==> src/design/csx_fifo.sv <==
// Small register queue used between the front, the back and the result port.
// Depends on nothing but its parameters.
module csx_fifo #(
  parameter int W     = 9,
  parameter int DEPTH = 2
) (
  input  logic         clk,
  input  logic         rst_n,
  input  logic         push,
  input  logic [W-1:0] wdata,
  output logic         full,
  input  logic         pop,
  output logic [W-1:0] rdata,
  output logic         empty
);
  localparam int AW = (DEPTH > 1) ? $clog2(DEPTH) : 1;

  logic [W-1:0]  mem [DEPTH];
  logic [AW-1:0] wp_r, rp_r;
  logic [AW:0]   cnt_r;
  logic          do_push, do_pop;

  assign full    = (cnt_r == (AW+1)'(DEPTH));
  assign empty   = (cnt_r == '0);
  assign do_push = push && !full;
  assign do_pop  = pop && !empty;
  assign rdata   = mem[rp_r];

  always_ff @(posedge clk) begin
    if (do_push) begin
      mem[wp_r] <= wdata;
    end
  end

  always_ff @(posedge clk) begin
    if (!rst_n) begin
      wp_r  <= '0;
      rp_r  <= '0;
      cnt_r <= '0;
    end else begin
      if (do_push) begin
        wp_r <= (wp_r == AW'(DEPTH-1)) ? '0 : wp_r + 1'b1;
      end
      if (do_pop) begin
        rp_r <= (rp_r == AW'(DEPTH-1)) ? '0 : rp_r + 1'b1;
      end
      cnt_r <= cnt_r + (AW+1)'(do_push) - (AW+1)'(do_pop);
    end
  end
endmodule

==> config.mk <==
export PLATFORM = sky130hd
export DESIGN_NAME = csx_fifo
export DESIGN_NICKNAME = d
export VERILOG_FILES = /design/src/design/csx_fifo.sv
export SDC_FILE = /design/constraint.sdc
export NUM_CORES = 1
export LEC_CHECK = 0
export BUFFER_PORTS_ARGS = -buffer_cell sky130_fd_sc_hd__buf_2
export CORE_ASPECT_RATIO = 1.1
export CORE_UTILIZATION = 30
export CTS_BUF_LIST = sky130_fd_sc_hd__clkbuf_8 sky130_fd_sc_hd__clkbuf_16
export CTS_CLUSTER_SIZE = 12
export DETAILED_ROUTE_END_ITERATION = 12
export GPL_TIMING_DRIVEN = 0
export HOLD_SLACK_MARGIN = 0.15
export SLEW_MARGIN = 20
export SYNTH_ARGS = -nofsm -noshare
export SYNTH_HDL_FRONTEND = slang
export SYNTH_SLANG_ARGS = --single-unit
export TNS_END_PERCENT = 10
==> constraint.sdc <==
create_clock -name clk -period 1.7 [get_ports clk]
set_input_delay 0.34 -clock clk [delete_from_list [all_inputs] [get_ports clk]]
set_output_delay 0.34 -clock clk [all_outputs]
set_load 0.01 [all_outputs]
# After elaboration in Yosys (flattened, before gate mapping)
# Memory sizes are Yosys's and may differ from the RTL's. A register that Yosys moved wholly into a read port is not among the register bits.
# Index checks and enable logic that the tools add are counted.
# word_totals
register_bits	4
ramBits	18
input_bits	13
out_inout_bits	11
mem_count	1
# memory_table
name	depth	width	read_ports	rd_clocked_by_memory_dff	write_ports	line_no	source
mem	2	9	1	1	1	18	logic [W-1:0] mem [DEPTH];
# op_classes
n_addsub	4
eq_ne	1
muxes	6
reduce_logical	5
# op_table
operator	n
2-to-1 mux 1 bit	6
adder 1 bit (second input constant)	2
adder 2 x 1 -> 2 bit	1
== test 2 bit (second input constant)	1
logical AND 1 bit	2
zero test 1 bit	2
zero test 2 bit	1
subtractor 2 x 1 -> 2 bit	1

# Depth between registers and ports, before layout
# logic_depth
ltp_word	5
ltp_mapped	8

# Least setup slack after synthesis
# Ideal clock, no wire load.
# synth_path
path_kind	register -> register
startpoint	register cnt_r[0]
endpoint	register cnt_r[1]
setup_ns	0.078
arrival_ns	1.416
path_slack_ns	0.207
stages_incl_launch_ff	9
period_less_slack_ns	1.493
path_cell_list	dfxtp_1 > nand2b_1 > nand2_2 > ha_1 > inv_1 > ha_1 > xor2_1 > and2_1 > nor3_1
# synth_via
elab_chain_cells	5
# synth_rtl
item	line_no	source
start, declared	20	logic [AW:0] cnt_r;
start signal, assigned	47	cnt_r <= cnt_r + (AW+1)'(do_push) - (AW+1)'(do_pop);
== test 2 bit	23	assign full = (cnt_r == (AW+1)'(DEPTH));
zero test 1 bit	25	assign do_push = push && !full;
logical AND 1 bit	25	
adder 2 x 1 -> 2 bit	47	
subtractor 2 x 1 -> 2 bit *	47	
# Mark *: on every way between the ends. The rest lies on a longest branch, timed or not.
# A chain may end at the register's enable or synchronous reset.

==> flow_metrics.py <==
metrics = {
    "status": {
        "status": "complete, no violations",
    },
    "power": {
        "p_switching_mw": 0.463,
        "clkPwrFrac": 0.202,
        "irDropWorstVdd_uv": 765,
        "switching_share": 0.286,
        "p_int_mw": 1.16,
        "pwr-share-seq": 0.488,
        "total_leakage_power_nw": 0.455,
        "power-per-cell-area_nw_per_um2": 1470,
        "p_comb_frac": 0.310,
    },
    "clock_tree": {
        "tritoncts": "done",
        "clkSlewWorstSetupHoldPaths_ps": 80,
        "cts_made_buffers": 3,
        "clockBufferDepth": 2,
        "cts_root_buffer": "clkbuf_8",
        "h-tree-depth": 1,
        "clkLatencyLatePin_ps": 260,
        "numClockSinks": 23,
    },
    "cells_and_area": {
        "n_fill_cell": 282,
        "syn_to_final_growth_pct": 24.3,
        "diodes": 0,
        "drive_gt1_frac": 0.512,
        "design_area_sq_um": 1100,
        "nNetsFinal": 98,
    },
    "synth": {
        "synthesis.instances": 55,
        "yosysSeqAreaShare": 0.724,
        "ys_types": 17,
        "synth_top_area_share": 0.611,
        "synth_mux_area_frac": 0.126,
        "synth_top_family_by_area": "multiplexers",
        "synth_area_sq_um": 885,
        "synth_compound_area_frac": 0.00990,
        "yosys-top-cells-count": "edfxtp_1, mux2_2, dfxtp_1, nor2_1, inv_1",
        "synth.net_count": 70,
        "syn_avg_cell_area_sq_um": 16.1,
        "ys.flop_type": "edfxtp_1",
        "synthAdderAreaFrac": 0.0283,
        "synth_largest_area_cell": "edfxtp_1",
        "synth_area_leaders": "edfxtp_1, mux2_2, dfxtp_1",
        "synthArstFlopShare": 0,
        "synth_warnings": 0,
        "yosysMostFrequentCell": "edfxtp_1",
        "synth-simple-area-share": 0.0736,
        "ys_ff_latch": 23,
        "synth_xor_area_frac": 0.0198,
        "synth_edf_count": 18,
    },
    "setup_path": {
        "crit_arrival_ps": 1260,
        "cp_max_fo": 9,
        "cp.required_ps": 1360,
        "crit_type": "reg2out",
        "endpoint_kind": "output port",
        "start_kind": "flip-flop",
    },
    "grt": {
        "grt_max_degree": 14,
        "antenna_found_initial": 0,
        "grt.overflow.total": 0,
        "grt_pass1_vias": 489,
        "grt_pass1_wl_microns": 2080,
        "track_usage": 0.0960,
    },
    "die": {
        "dieArea_sq_um": 3170,
        "die_y_microns": 59.0,
        "start_util": 0.318,
        "io_pins": 24,
        "rows": 20,
        "die_x_microns": 53.8,
        "fp.coreArea_sq_um": 2780,
    },
    "route": {
        "num_vias": 508,
        "routed_wl_microns": 1270,
        "drt_iter0_markers": 11,
        "post_drt_via_cell_ratio": 4.42,
        "drt_first_pass_iters": 4,
        "route.detailed.drc": 0,
        "ant_nets": 0,
        "routedWlPerCell_microns": 11.1,
    },
    "sta": {
        "setup_violations": 0,
        "max_freq_ghz": 0.627,
        "fin_ws_ps": 105,
        "max-slew-margin-rel": 0.510,
        "tns_ps": 0,
        "rsz0062_at_grt": "false",
        "tightest_slew_ps": 732,
        "hold_violations": 0,
        "period_share": 0.938,
        "fin_worst_skew_ps": 3.36,
        "timing.final.crit_period_ps": 1600,
        "finalMaxSlewViolations": 0,
    },
    "min_path": {
        "min_path_type": "in2reg",
    },
    "place": {
        "port_buffers": 23,
        "hpwl_microns": 922,
        "post_dp_cell_area_sq_um": 1040,
        "place_congestion": 0.612,
        "place_ws_ps": 60.6,
    },
    "job": {
        "max_cap_violations": 0,
    },
}
-- worst paths after layout --
kind	start	end	slack (ps)	cells after the start
worst max-delay path	flip-flop	rdata[1]	100	3
worst min-delay path	wdata[0]	mem[0][0]	260	1
worst max register to register	cnt_r[1]	cnt_r[1]	160	7
worst min register to register	wp_r	wp_r	490	2
-- worst max-delay path: stages (launching register included) --
cell,delay (ps)
dfxtp_1,310
clkbuf_4,200
mux2_2,350
buf_2,140
-- layer usage --
layer  global-route usage  wire [microns]  vias up
li1                     -               -      251
met1                0.110             544      233
met5                    0               0        -
met2                0.141             562       21
met4               0.0677              30        0
met3               0.0413             134        3
-- final cells by class --
cell class | instances | area, sq um | share of cell area
Buffer | 1 | 7.51 | 0.00683
Clock buffer | 3 | 41.3 | 0.0375
Clock inverter | 1 | 5.00 | 0.00455
Inverter | 3 | 11.3 | 0.0102
Multi-Input combinational cell | 28 | 235 | 0.214
Sequential cell | 23 | 643 | 0.585
Tap cell | 33 | 41.3 | 0.0375
Timing Repair Buffer | 23 | 115 | 0.105
-- cell families (layout without fill, tap and decap cells) --
family,after synthesis,in the layout
AND/OR/NAND/NOR,13,13
adder cells (fa/ha/maj),2,2
XOR/XNOR,2,2
multiplexers,10,10
AO/OA/AOI/OAI,1,1
flip-flops,23,23
buffers and inverters,4,31
-- layout by cell type (no fill, tap or decap) --
cell       n
buf_2     23
edfxtp_1  18
mux2_2     9
nor2_1     5
inv_1      3
dfxtp_1    3
clkbuf_8   3
and2_1     2
ha_1       2
dfxtp_2    2
o21a_2     1
nand2b_4   1
nand2_2    1
clkbuf_4   1
xnor2_1    1
and3_1     1
nand2b_1   1
nand2_1    1
mux2i_1    1
xor2_1     1
nor3_1     1
clkinv_2   1
-- power by group through the flow --
| stage | logic [mW] | registers (mW) | clock network [mW] |
|---|---|---|---|
| final | 0.502 | 0.790 | 0.327 |
| after global routing | 0.577 | 0.806 | 0.363 |
| after CTS | 0.503 | 0.780 | 0.343 |
| after detailed placement | 0.499 | 0.792 | 0 |
| after global placement | 0.494 | 0.786 | 0 |
| after floorplan | 0.345 | 0.780 | 0 |
-- flip-flops by register name (all words and copies together), names as in the netlist, named ones only --
| signal | flops |
|---|---|
| cnt_r | 2 |
| mem | 18 |
| rp_r | 1 |
| wp_r | 1 |
-- stage by stage --
stage	hold WS, ps	instances	power (mW)	util
floorplan	439	55	1.12	-
global placement	467	111	1.28	0.375
detailed placement	485	111	1.29	0.375
CTS	255	115	1.63	0.391
global route	253	115	1.75	0.396
finish	265	115	1.62	0.396
-- timing repair --
action	4_1_cts	5_1_grt
gates resized for setup	0	4
hold buffers	0	0
endpoints found under the setup margin	0	18
buffers inserted	0	0
Power figures use the tool's default switching activity.
