===== config.mk =====
export PLATFORM = sky130hd
export DESIGN_NAME = csx_core
export DESIGN_NICKNAME = d
export VERILOG_FILES = /design/src/design/csx_pkg.sv /design/src/design/csx_core.sv
export SDC_FILE = /design/constraint.sdc
export NUM_CORES = 2
export LEC_CHECK = 0
export ABC_CLOCK_PERIOD_IN_PS = 13550
export CORE_MARGIN = 4
export CORE_UTILIZATION = 25
export CTS_BUF_LIST = sky130_fd_sc_hd__clkbuf_4
export DETAILED_ROUTE_END_ITERATION = 12
export DONT_BUFFER_PORTS = 1
export GPL_TIMING_DRIVEN = 0
export SLEW_MARGIN = 10
export SYNTH_ARGS = -nofsm -noshare
export SYNTH_HDL_FRONTEND = slang
export SYNTH_SLANG_ARGS = --single-unit

===== constraint.sdc =====
create_clock -name clk -period 13.55 [get_ports clk]
set_clock_uncertainty 0.2 [all_clocks]
set_input_delay 0.6775 -clock clk [delete_from_list [all_inputs] [get_ports clk]]
set_output_delay 0.6775 -clock clk [all_outputs]
set_load 0.02 [all_outputs]

===== src/design/csx_pkg.sv =====
// Shared types, constants and the quarter-round function for the ChaCha20 stream XOR block.
// No dependencies.
package csx_pkg;

  localparam int DOUBLE_ROUNDS_DEF = 10;
  localparam int QUEUE_DEPTH_DEF   = 2;
  localparam int CFG_IDX_W         = 3;
  localparam int CFG_DATA_W        = 64;

  localparam logic [CFG_IDX_W-1:0] REG_KEY0    = 3'd0;
  localparam logic [CFG_IDX_W-1:0] REG_KEY1    = 3'd1;
  localparam logic [CFG_IDX_W-1:0] REG_KEY2    = 3'd2;
  localparam logic [CFG_IDX_W-1:0] REG_KEY3    = 3'd3;
  localparam logic [CFG_IDX_W-1:0] REG_NONCE_L = 3'd4;
  localparam logic [CFG_IDX_W-1:0] REG_NONCE_H = 3'd5;

  localparam logic [31:0] SIGMA0 = 32'h61707865;
  localparam logic [31:0] SIGMA1 = 32'h3320646e;
  localparam logic [31:0] SIGMA2 = 32'h79622d32;
  localparam logic [31:0] SIGMA3 = 32'h6b206574;

  typedef logic [15:0][31:0] word16_t;
  typedef logic [3:0][31:0]  quad_t;

  typedef struct packed {
    logic [7:0] data_byte;
    logic       last_byte;
  } in_item_t;

  typedef struct packed {
    logic [7:0] result_byte;
    logic       result_last;
  } out_item_t;

  typedef struct packed {
    logic [7:0][31:0] key;
    logic [31:0]      counter;
    logic [2:0][31:0] nonce;
  } blk_in_t;

  function automatic logic [31:0] rotl(input logic [31:0] v, input int s);
    rotl = (v << s) | (v >> (32 - s));
  endfunction

  function automatic quad_t quarter(input quad_t q);
    logic [31:0] a, b, c, d;
    a = q[0]; b = q[1]; c = q[2]; d = q[3];
    a = a + b; d = rotl(d ^ a, 16);
    c = c + d; b = rotl(b ^ c, 12);
    a = a + b; d = rotl(d ^ a, 8);
    c = c + d; b = rotl(b ^ c, 7);
    quarter = {d, c, b, a};
  endfunction

endpackage


===== src/design/csx_core.sv =====
// ChaCha20 block function: one column or diagonal round per cycle, then the feed-forward add.
// Depends on csx_pkg.
module csx_core #(
  parameter int DOUBLE_ROUNDS = csx_pkg::DOUBLE_ROUNDS_DEF
) (
  input  logic              clk,
  input  logic              rst_n,
  input  logic              start,
  input  csx_pkg::blk_in_t  blk,
  output logic              done,
  output csx_pkg::word16_t  ks
);
  import csx_pkg::*;

  localparam int NR = 2 * DOUBLE_ROUNDS;
  localparam int CW = $clog2(NR + 1);

  word16_t       init_r, work_r, init_nxt, rnd;
  logic [CW-1:0] cnt_r;
  logic          busy_r, fin_r;

  always_comb begin
    init_nxt = {blk.nonce[2], blk.nonce[1], blk.nonce[0], blk.counter,
                blk.key[7], blk.key[6], blk.key[5], blk.key[4],
                blk.key[3], blk.key[2], blk.key[1], blk.key[0],
                SIGMA3, SIGMA2, SIGMA1, SIGMA0};
  end

  always_comb begin
    quad_t q;
    rnd = work_r;
    for (int i = 0; i < 4; i++) begin
      if (!cnt_r[0]) begin
        q = quarter({work_r[12+i], work_r[8+i], work_r[4+i], work_r[i]});
        rnd[i] = q[0]; rnd[4+i] = q[1]; rnd[8+i] = q[2]; rnd[12+i] = q[3];
      end else begin
        q = quarter({work_r[12+((i+3)&3)], work_r[8+((i+2)&3)],
                     work_r[4+((i+1)&3)], work_r[i]});
        rnd[i] = q[0]; rnd[4+((i+1)&3)] = q[1];
        rnd[8+((i+2)&3)] = q[2]; rnd[12+((i+3)&3)] = q[3];
      end
    end
  end

  always_comb begin
    for (int i = 0; i < 16; i++) begin
      ks[i] = work_r[i] + init_r[i];
    end
  end

  assign done = fin_r;

  always_ff @(posedge clk) begin
    if (start && !busy_r) begin
      init_r <= init_nxt;
      work_r <= init_nxt;
    end else if (busy_r) begin
      work_r <= rnd;
    end
  end

  always_ff @(posedge clk) begin
    if (!rst_n) begin
      busy_r <= 1'b0;
      fin_r  <= 1'b0;
      cnt_r  <= '0;
    end else begin
      fin_r <= 1'b0;
      if (start && !busy_r) begin
        busy_r <= 1'b1;
        cnt_r  <= '0;
      end else if (busy_r) begin
        cnt_r <= cnt_r + 1'b1;
        if (cnt_r == CW'(NR - 1)) begin
          busy_r <= 1'b0;
          fin_r  <= 1'b1;
        end
      end
    end
  end
endmodule


# Yosys cells after proc, flatten, opt, wreduce, memory -nomap -nowiden
# Cells that the tools add are included.
# W data, S select, Z words.
[classes]
n_addsub = 49
n_eq_ne = 1
n_mux = 22
bitwise = 66
reduce_logical = 5
[ops]
columns = ["operator", "n"]
rows = [
  ["$add A32 B32 Y32", 44],
  ["$mux W512", 2],
  ["$xor A32 B32 Y32", 32],
  ["$mux W32", 14],
  ["$or A32 B12 Y32", 8],
  ["$or A32 B16 Y32", 8],
  ["$or A32 B7 Y32", 8],
  ["$or A32 B8 Y32", 8],
  ["$mux W64", 2],
  ["$add A32 B31 Y32 const B", 3],
  ["$add A32 B30 Y32 const B", 1],
  ["$add A5 B1 Y5 const B", 1],
  ["$eq A5 B5 Y1 const B", 1],
  ["$mux W1", 4],
  ["$reduce_or A3 Y1", 1],
  ["$not A1 Y1", 2],
  ["$reduce_bool A2 Y1", 1],
  ["$reduce_or A2 Y1", 1],
  ["$logic_and A1 B1 Y1", 1],
  ["$logic_not A1 Y1", 1],
]
[word_totals]
regBits = 903
input_bits = 387
output_inout_bits = 513
word_cells = 174

# Depth between registers and ports, before layout
[logic_depth]
ltp_word = 16
depth_mapped = 51
mapped_depth_nobuf = 51

# Worst setup path after synthesis
# OpenSTA, ideal clock, no wires.
[synth_timing]
path_kind = "input to register"
startpoint = "input start"
endpoint = "register busy_r"
setup_time_ns = 0.109
t_arrival_ns = 13.207
required_ns = 13.241
slack_ns = 0.035
stages = 6
path_buffers = 3
cell_sequence = "clkbuf_1 -> nor2_1 -> inv_1 -> clkbuf_1 -> clkbuf_1 -> o311a_1"
[synth_via]
elab_chain_cells = 2
[synth_lines]
columns = ["item", "line_no", "rtl"]
rows = [
  ["start, declared", "csx_core.sv:8", "input logic start,"],
  ["$logic_and A1 B1 Y1", "csx_core.sv:69", "if (start && !busy_r) begin"],
  ["$mux W1", "csx_core.sv:69", ""],
  ["end signal, assigned", "csx_core.sv:64", "busy_r <= 1'b0;"],
  ["end signal, assigned", "csx_core.sv:70", "busy_r <= 1'b1;"],
  ["end signal, assigned", "csx_core.sv:75", "busy_r <= 1'b0;"],
  ["end, declared", "csx_core.sv:20", "logic busy_r, fin_r;"],
]
# Every way passes these cells.
# A chain may end at the register's enable or synchronous reset.

# Worst setup path in the final report
[layout_timing]
startpoint = "register work_r[34] in the netlist's numbering"
endpoint = "register work_r[180] in the netlist's numbering, data pin"
[layout_via]
elab_chain_cells = 15
[layout_lines]
columns = ["item", "line_no", "rtl"]
rows = [
  ["start, declared", "csx_core.sv:18", "word16_t init_r, work_r, init_nxt, rnd;"],
  ["start signal, assigned", "csx_core.sv:56", "work_r <= init_nxt;"],
  ["start signal, assigned", "csx_core.sv:58", "work_r <= rnd;"],
  ["$add A32 B32 Y32 (*)", "csx_pkg.sv:48", "a = a + b; d = rotl(d ^ a, 16);"],
  ["$xor A32 B32 Y32", "csx_pkg.sv:48", ""],
  ["$or A32 B16 Y32", "csx_pkg.sv:42", "rotl = (v << s) | (v >> (32 - s));"],
  ["$add A32 B32 Y32", "csx_pkg.sv:49", "c = c + d; b = rotl(b ^ c, 12);"],
  ["$xor A32 B32 Y32", "csx_pkg.sv:49", ""],
  ["$or A32 B12 Y32", "csx_pkg.sv:42", ""],
  ["$add A32 B32 Y32", "csx_pkg.sv:50", "a = a + b; d = rotl(d ^ a, 8);"],
  ["$xor A32 B32 Y32", "csx_pkg.sv:50", ""],
  ["$or A32 B8 Y32", "csx_pkg.sv:42", ""],
  ["$add A32 B32 Y32", "csx_pkg.sv:51", "c = c + d; b = rotl(b ^ c, 7);"],
  ["$xor A32 B32 Y32 (*)", "csx_pkg.sv:51", ""],
  ["$or A32 B7 Y32 (*)", "csx_pkg.sv:42", ""],
  ["$mux W32 (*)", "csx_core.sv:33", "if (!cnt_r[0]) begin"],
  ["$mux W512 (*)", "csx_core.sv:57", "end else if (busy_r) begin"],
  ["$mux W512 (*)", "csx_core.sv:54", "if (start && !busy_r) begin"],
]
# Every way passes the cells marked *; elsewhere a longest branch is shown, timed or not. The select of a mux whose other input is x is not followed.

==> flow_summary.yaml <==
die:
  core_sq_mm: 0.445
  die_h_um: 676
  io-pin-count: 900
  num_rows: 245
  die_area_sq_mm: 0.457
  start_util: 0.251
  dieWidth_um: 676
synthesis:
  synth-xor-area-share: 0.194
  syn_nets: 14700
  synth_edf_count: 768
  synth_top_family_by_area: "compound AO/OA/AOI/OAI gates"
  async_flop_share: 0
  ys_types: 102
  synthesis.area_sq_mm: 0.112
  yosysWarnings: 0
  synthSimpleGateAreaFrac: 0.132
  synth_compound_gate_area_share: 0.241
  synth_ff_type: "edfxtp_1"
  synth-adder-area-share: 0.161
  syn_inst: 12900
  syn_area_per_cell_sq_um: 8.68
  synth.mux.area_fraction: 0.0172
  synth-seq-cells: 903
  yosysSeqAreaShare: 0.231
global_routing:
  grtUsageTotal: 0.405
  grt_pass1_vias: 114000
  gr-total-overflow: 0
  antenna_found_initial: 225
  grt_pass1_wl_um: 1200000
  grt_max_degree: 60
clock_network:
  clk_pin_slew_ns: 0.07
  cts_tree: "built"
  cts_buffer_depth: 4
  cts_made_buffers: 304
  cts_sinks: 903
  clkLatencyLatePin_ns: 1.74
  htree_levels: 5
  cts_root_buffer: "clkbuf_4"
worst_setup_path:
  crit_path_max_fanout: 5
  crit_path_frequent_cell: "a21oi_1"
  slowest_delay_ns: 0.76
  endpoint_kind: "flop"
  cp_data_required_time_ns: 14.79
  crit_path_end: "work_r[180]$_DFFE_PP_"
  regToRegStartpoint: "work_r[34]$_SDFFE_PP1P_"
  crit_type: "flop to flop"
  r2r_slack_ns: -0.09
  reg2reg_depth: 42
  critical_path.startpoint_type: "flop"
  critPathArrivalTime_ns: 14.88
  critPathSlowestCell: "xor2_1"
  crit_start: "work_r[34]$_SDFFE_PP1P_"
  r2r-end: "work_r[180]$_DFFE_PP_"
finish:
  fin_nets: 16200
  syn_to_final_growth_pct: 28.4
  fin_cells: 20700
  drive_above_1_share: 0.137
detailed_routing:
  via_count: 125000
  drtPass1Iterations: 7
  drt_iter0_drc: 18700
  routedWlPerCell_um: 46.8
  drt-total-wl_um: 968000
  viasPerCell: 6.03
  ant_nets: 0
  highest_layer: "met5"
  route.detailed.drc: 0
  met2_wirelength_um: 381000
  drt-met1-wl_um: 374000
  route.met3.wl_um: 107000
hold_path:
  hp-class: "input port to flop"
  hold_depth: 2
job:
  drv_cap: 10
sta:
  tightest_slew_ns: 1.63
  holdWs_ns: 0.0266
  setup_viol: 5
  post-route-min-period_ns: 13.64
  fin_setup_tns_ns: -0.184
  finalCritPeriodShare: 1.01
  maxClockFrequency_mhz: 73.3
  relSlewSlack: -0.0871
  maxSlewViolCount: 47
  finalHoldViolations: 0
  setup_ws_ns: -0.0906
  rsz0062_at_grt: "yes"
placed_design:
  port_buffers: 0
  dpl.hpwl_um: 823000
  gp_congestion: 1.13
  dpl.cell_count: 18900
run_status:
  violations: "capacitance limit, slew limit, setup timing"
  status: "finished with violations"
## timing repair
item / CTS / global route
hold buffers: 800 / 0
setup endpoints to repair: 251 / 169
buffers inserted: 265 / 94
pin swaps: 63 / 89
resized for setup: 645 / 321
endpoints found under the hold margin: 779 / 0
## state kept, by name (all words and copies together), names as in the netlist
signal  count
work_r    512
init_r    384
cnt_r       5
busy_r      1
done        1
## synthesized netlist by cell type (61+ instances only)
library cell	n	area [sq um]
nand2b_1	187	1170
o21ai_0	866	4330
nand3_1	226	1130
o21bai_1	161	1210
nand2_1	874	3280
a21oi_1	1187	5940
nor3_1	226	1130
clkbuf_1	218	818
nor2b_1	160	1000
and3_1	144	901
xnor2_1	1239	10900
a211oi_1	166	1250
a21o_1	580	4350
a22oi_1	94	706
or3_1	68	425
a31oi_1	130	813
nand4_1	87	544
o21a_1	228	1710
dfxtp_1	135	2700
edfxtp_1	768	23100
mux2i_1	188	1880
or2_2	63	394
xor2_1	1099	9630
o31ai_1	61	458
o211ai_1	62	465
nor2_1	806	3030
inv_1	464	1740
ha_1	1370	17100
## worst max-delay path, delay by kind of cell (launching register included)
kind | cells | cell delay, ns
AOI/OAI and AO/OA | 22 | 5.75
xor gates and xnor gates | 8 | 3.95
adders and majority gates | 4 | 1.51
buffers and inverters | 2 | 0.28
DFF | 1 | 0.72
and+or+nand+nor | 6 | 0.89
## layout make-up
class / count / area (sq um)
antenna: 105 / 263
buffer: 254 / 1100
clock buffer: 410 / 3080
clock inverter: 133 / 846
fill: 47000 / 302000
inverter: 465 / 1750
multi-input combinational: 11200 / 89800
sequential: 903 / 25900
tap: 5928 / 7420
timing repair buffer: 1248 / 13100
## placed cells by master (no fill, tap or decap), types with 113 or more instances in the layout
master and count:
a31oi_1 113, ha_1 1352, nand2b_1 187, a21oi_1 1123
nand3_1 223, a21o_1 580, and3_1 143, clkbuf_1 141
nor2b_1 157, clkbuf_4 415, o21ai_0 818, buf_4 316
a211oi_1 136, nor2_1 795, xor2_1 851, edfxtp_1 768
mux2i_1 187, xor2_2 188, xnor2_2 185, nand2_1 874
dlygate4sd3_1 800, o21a_1 227, o21bai_1 158, nor3_1 217
xnor2_1 999, inv_1 464
## logic make-up after synthesis
group,after synthesis
AND/OR/NAND/NOR,3060
buffers and inverters,720
XOR/XNOR,2389
adder cells (fa/ha/maj),1414
multiplexers,191
flip-flops,903
AO/OA/AOI/OAI,4180
## how the worst min path moves through the flow
| stage | endpoint | startpoint | slack, ns |
|---|---|---|---|
| finish | init_r[347]$_DFFE_PP_ | blk[347] | 0.03 |
| global route | init_r[347]$_DFFE_PP_ | blk[347] | 0.04 |
| global placement | cnt_r[4]$_SDFFE_PP0P_ | cnt_r[4]$_SDFFE_PP0P_ | 0.31 |
| CTS | init_r[299]$_DFFE_PP_ | blk[299] | 0.0005 |
| detailed placement | cnt_r[4]$_SDFFE_PP0P_ | cnt_r[4]$_SDFFE_PP0P_ | 0.31 |
| floorplan | done$_SDFF_PP0_ | cnt_r[3]$_SDFFE_PP0P_ | 0.26 |
## metrics by stage
stage / worst slack, ns / area (sq um) / util
2_1_floorplan: 0.0348 / 112000 / -
3_3_place_gp: -14.00 / 119000 / 0.267
3_5_place_dp: -3.93 / 122000 / 0.273
4_1_cts: -0.0179 / 140000 / 0.315
5_1_grt: -0.0827 / 143000 / 0.321
6_report: -0.0906 / 143000 / 0.322
## layer usage
layer,track usage,vias up
met5,0.00500,-
met4,0.356,122
met3,0.128,2752
met2,0.565,9280
met1,0.499,61800
li1,-,50800
Power is not shown: default switching activity piles up to over one toggle a cycle in this logic, so the estimate is an artifact.
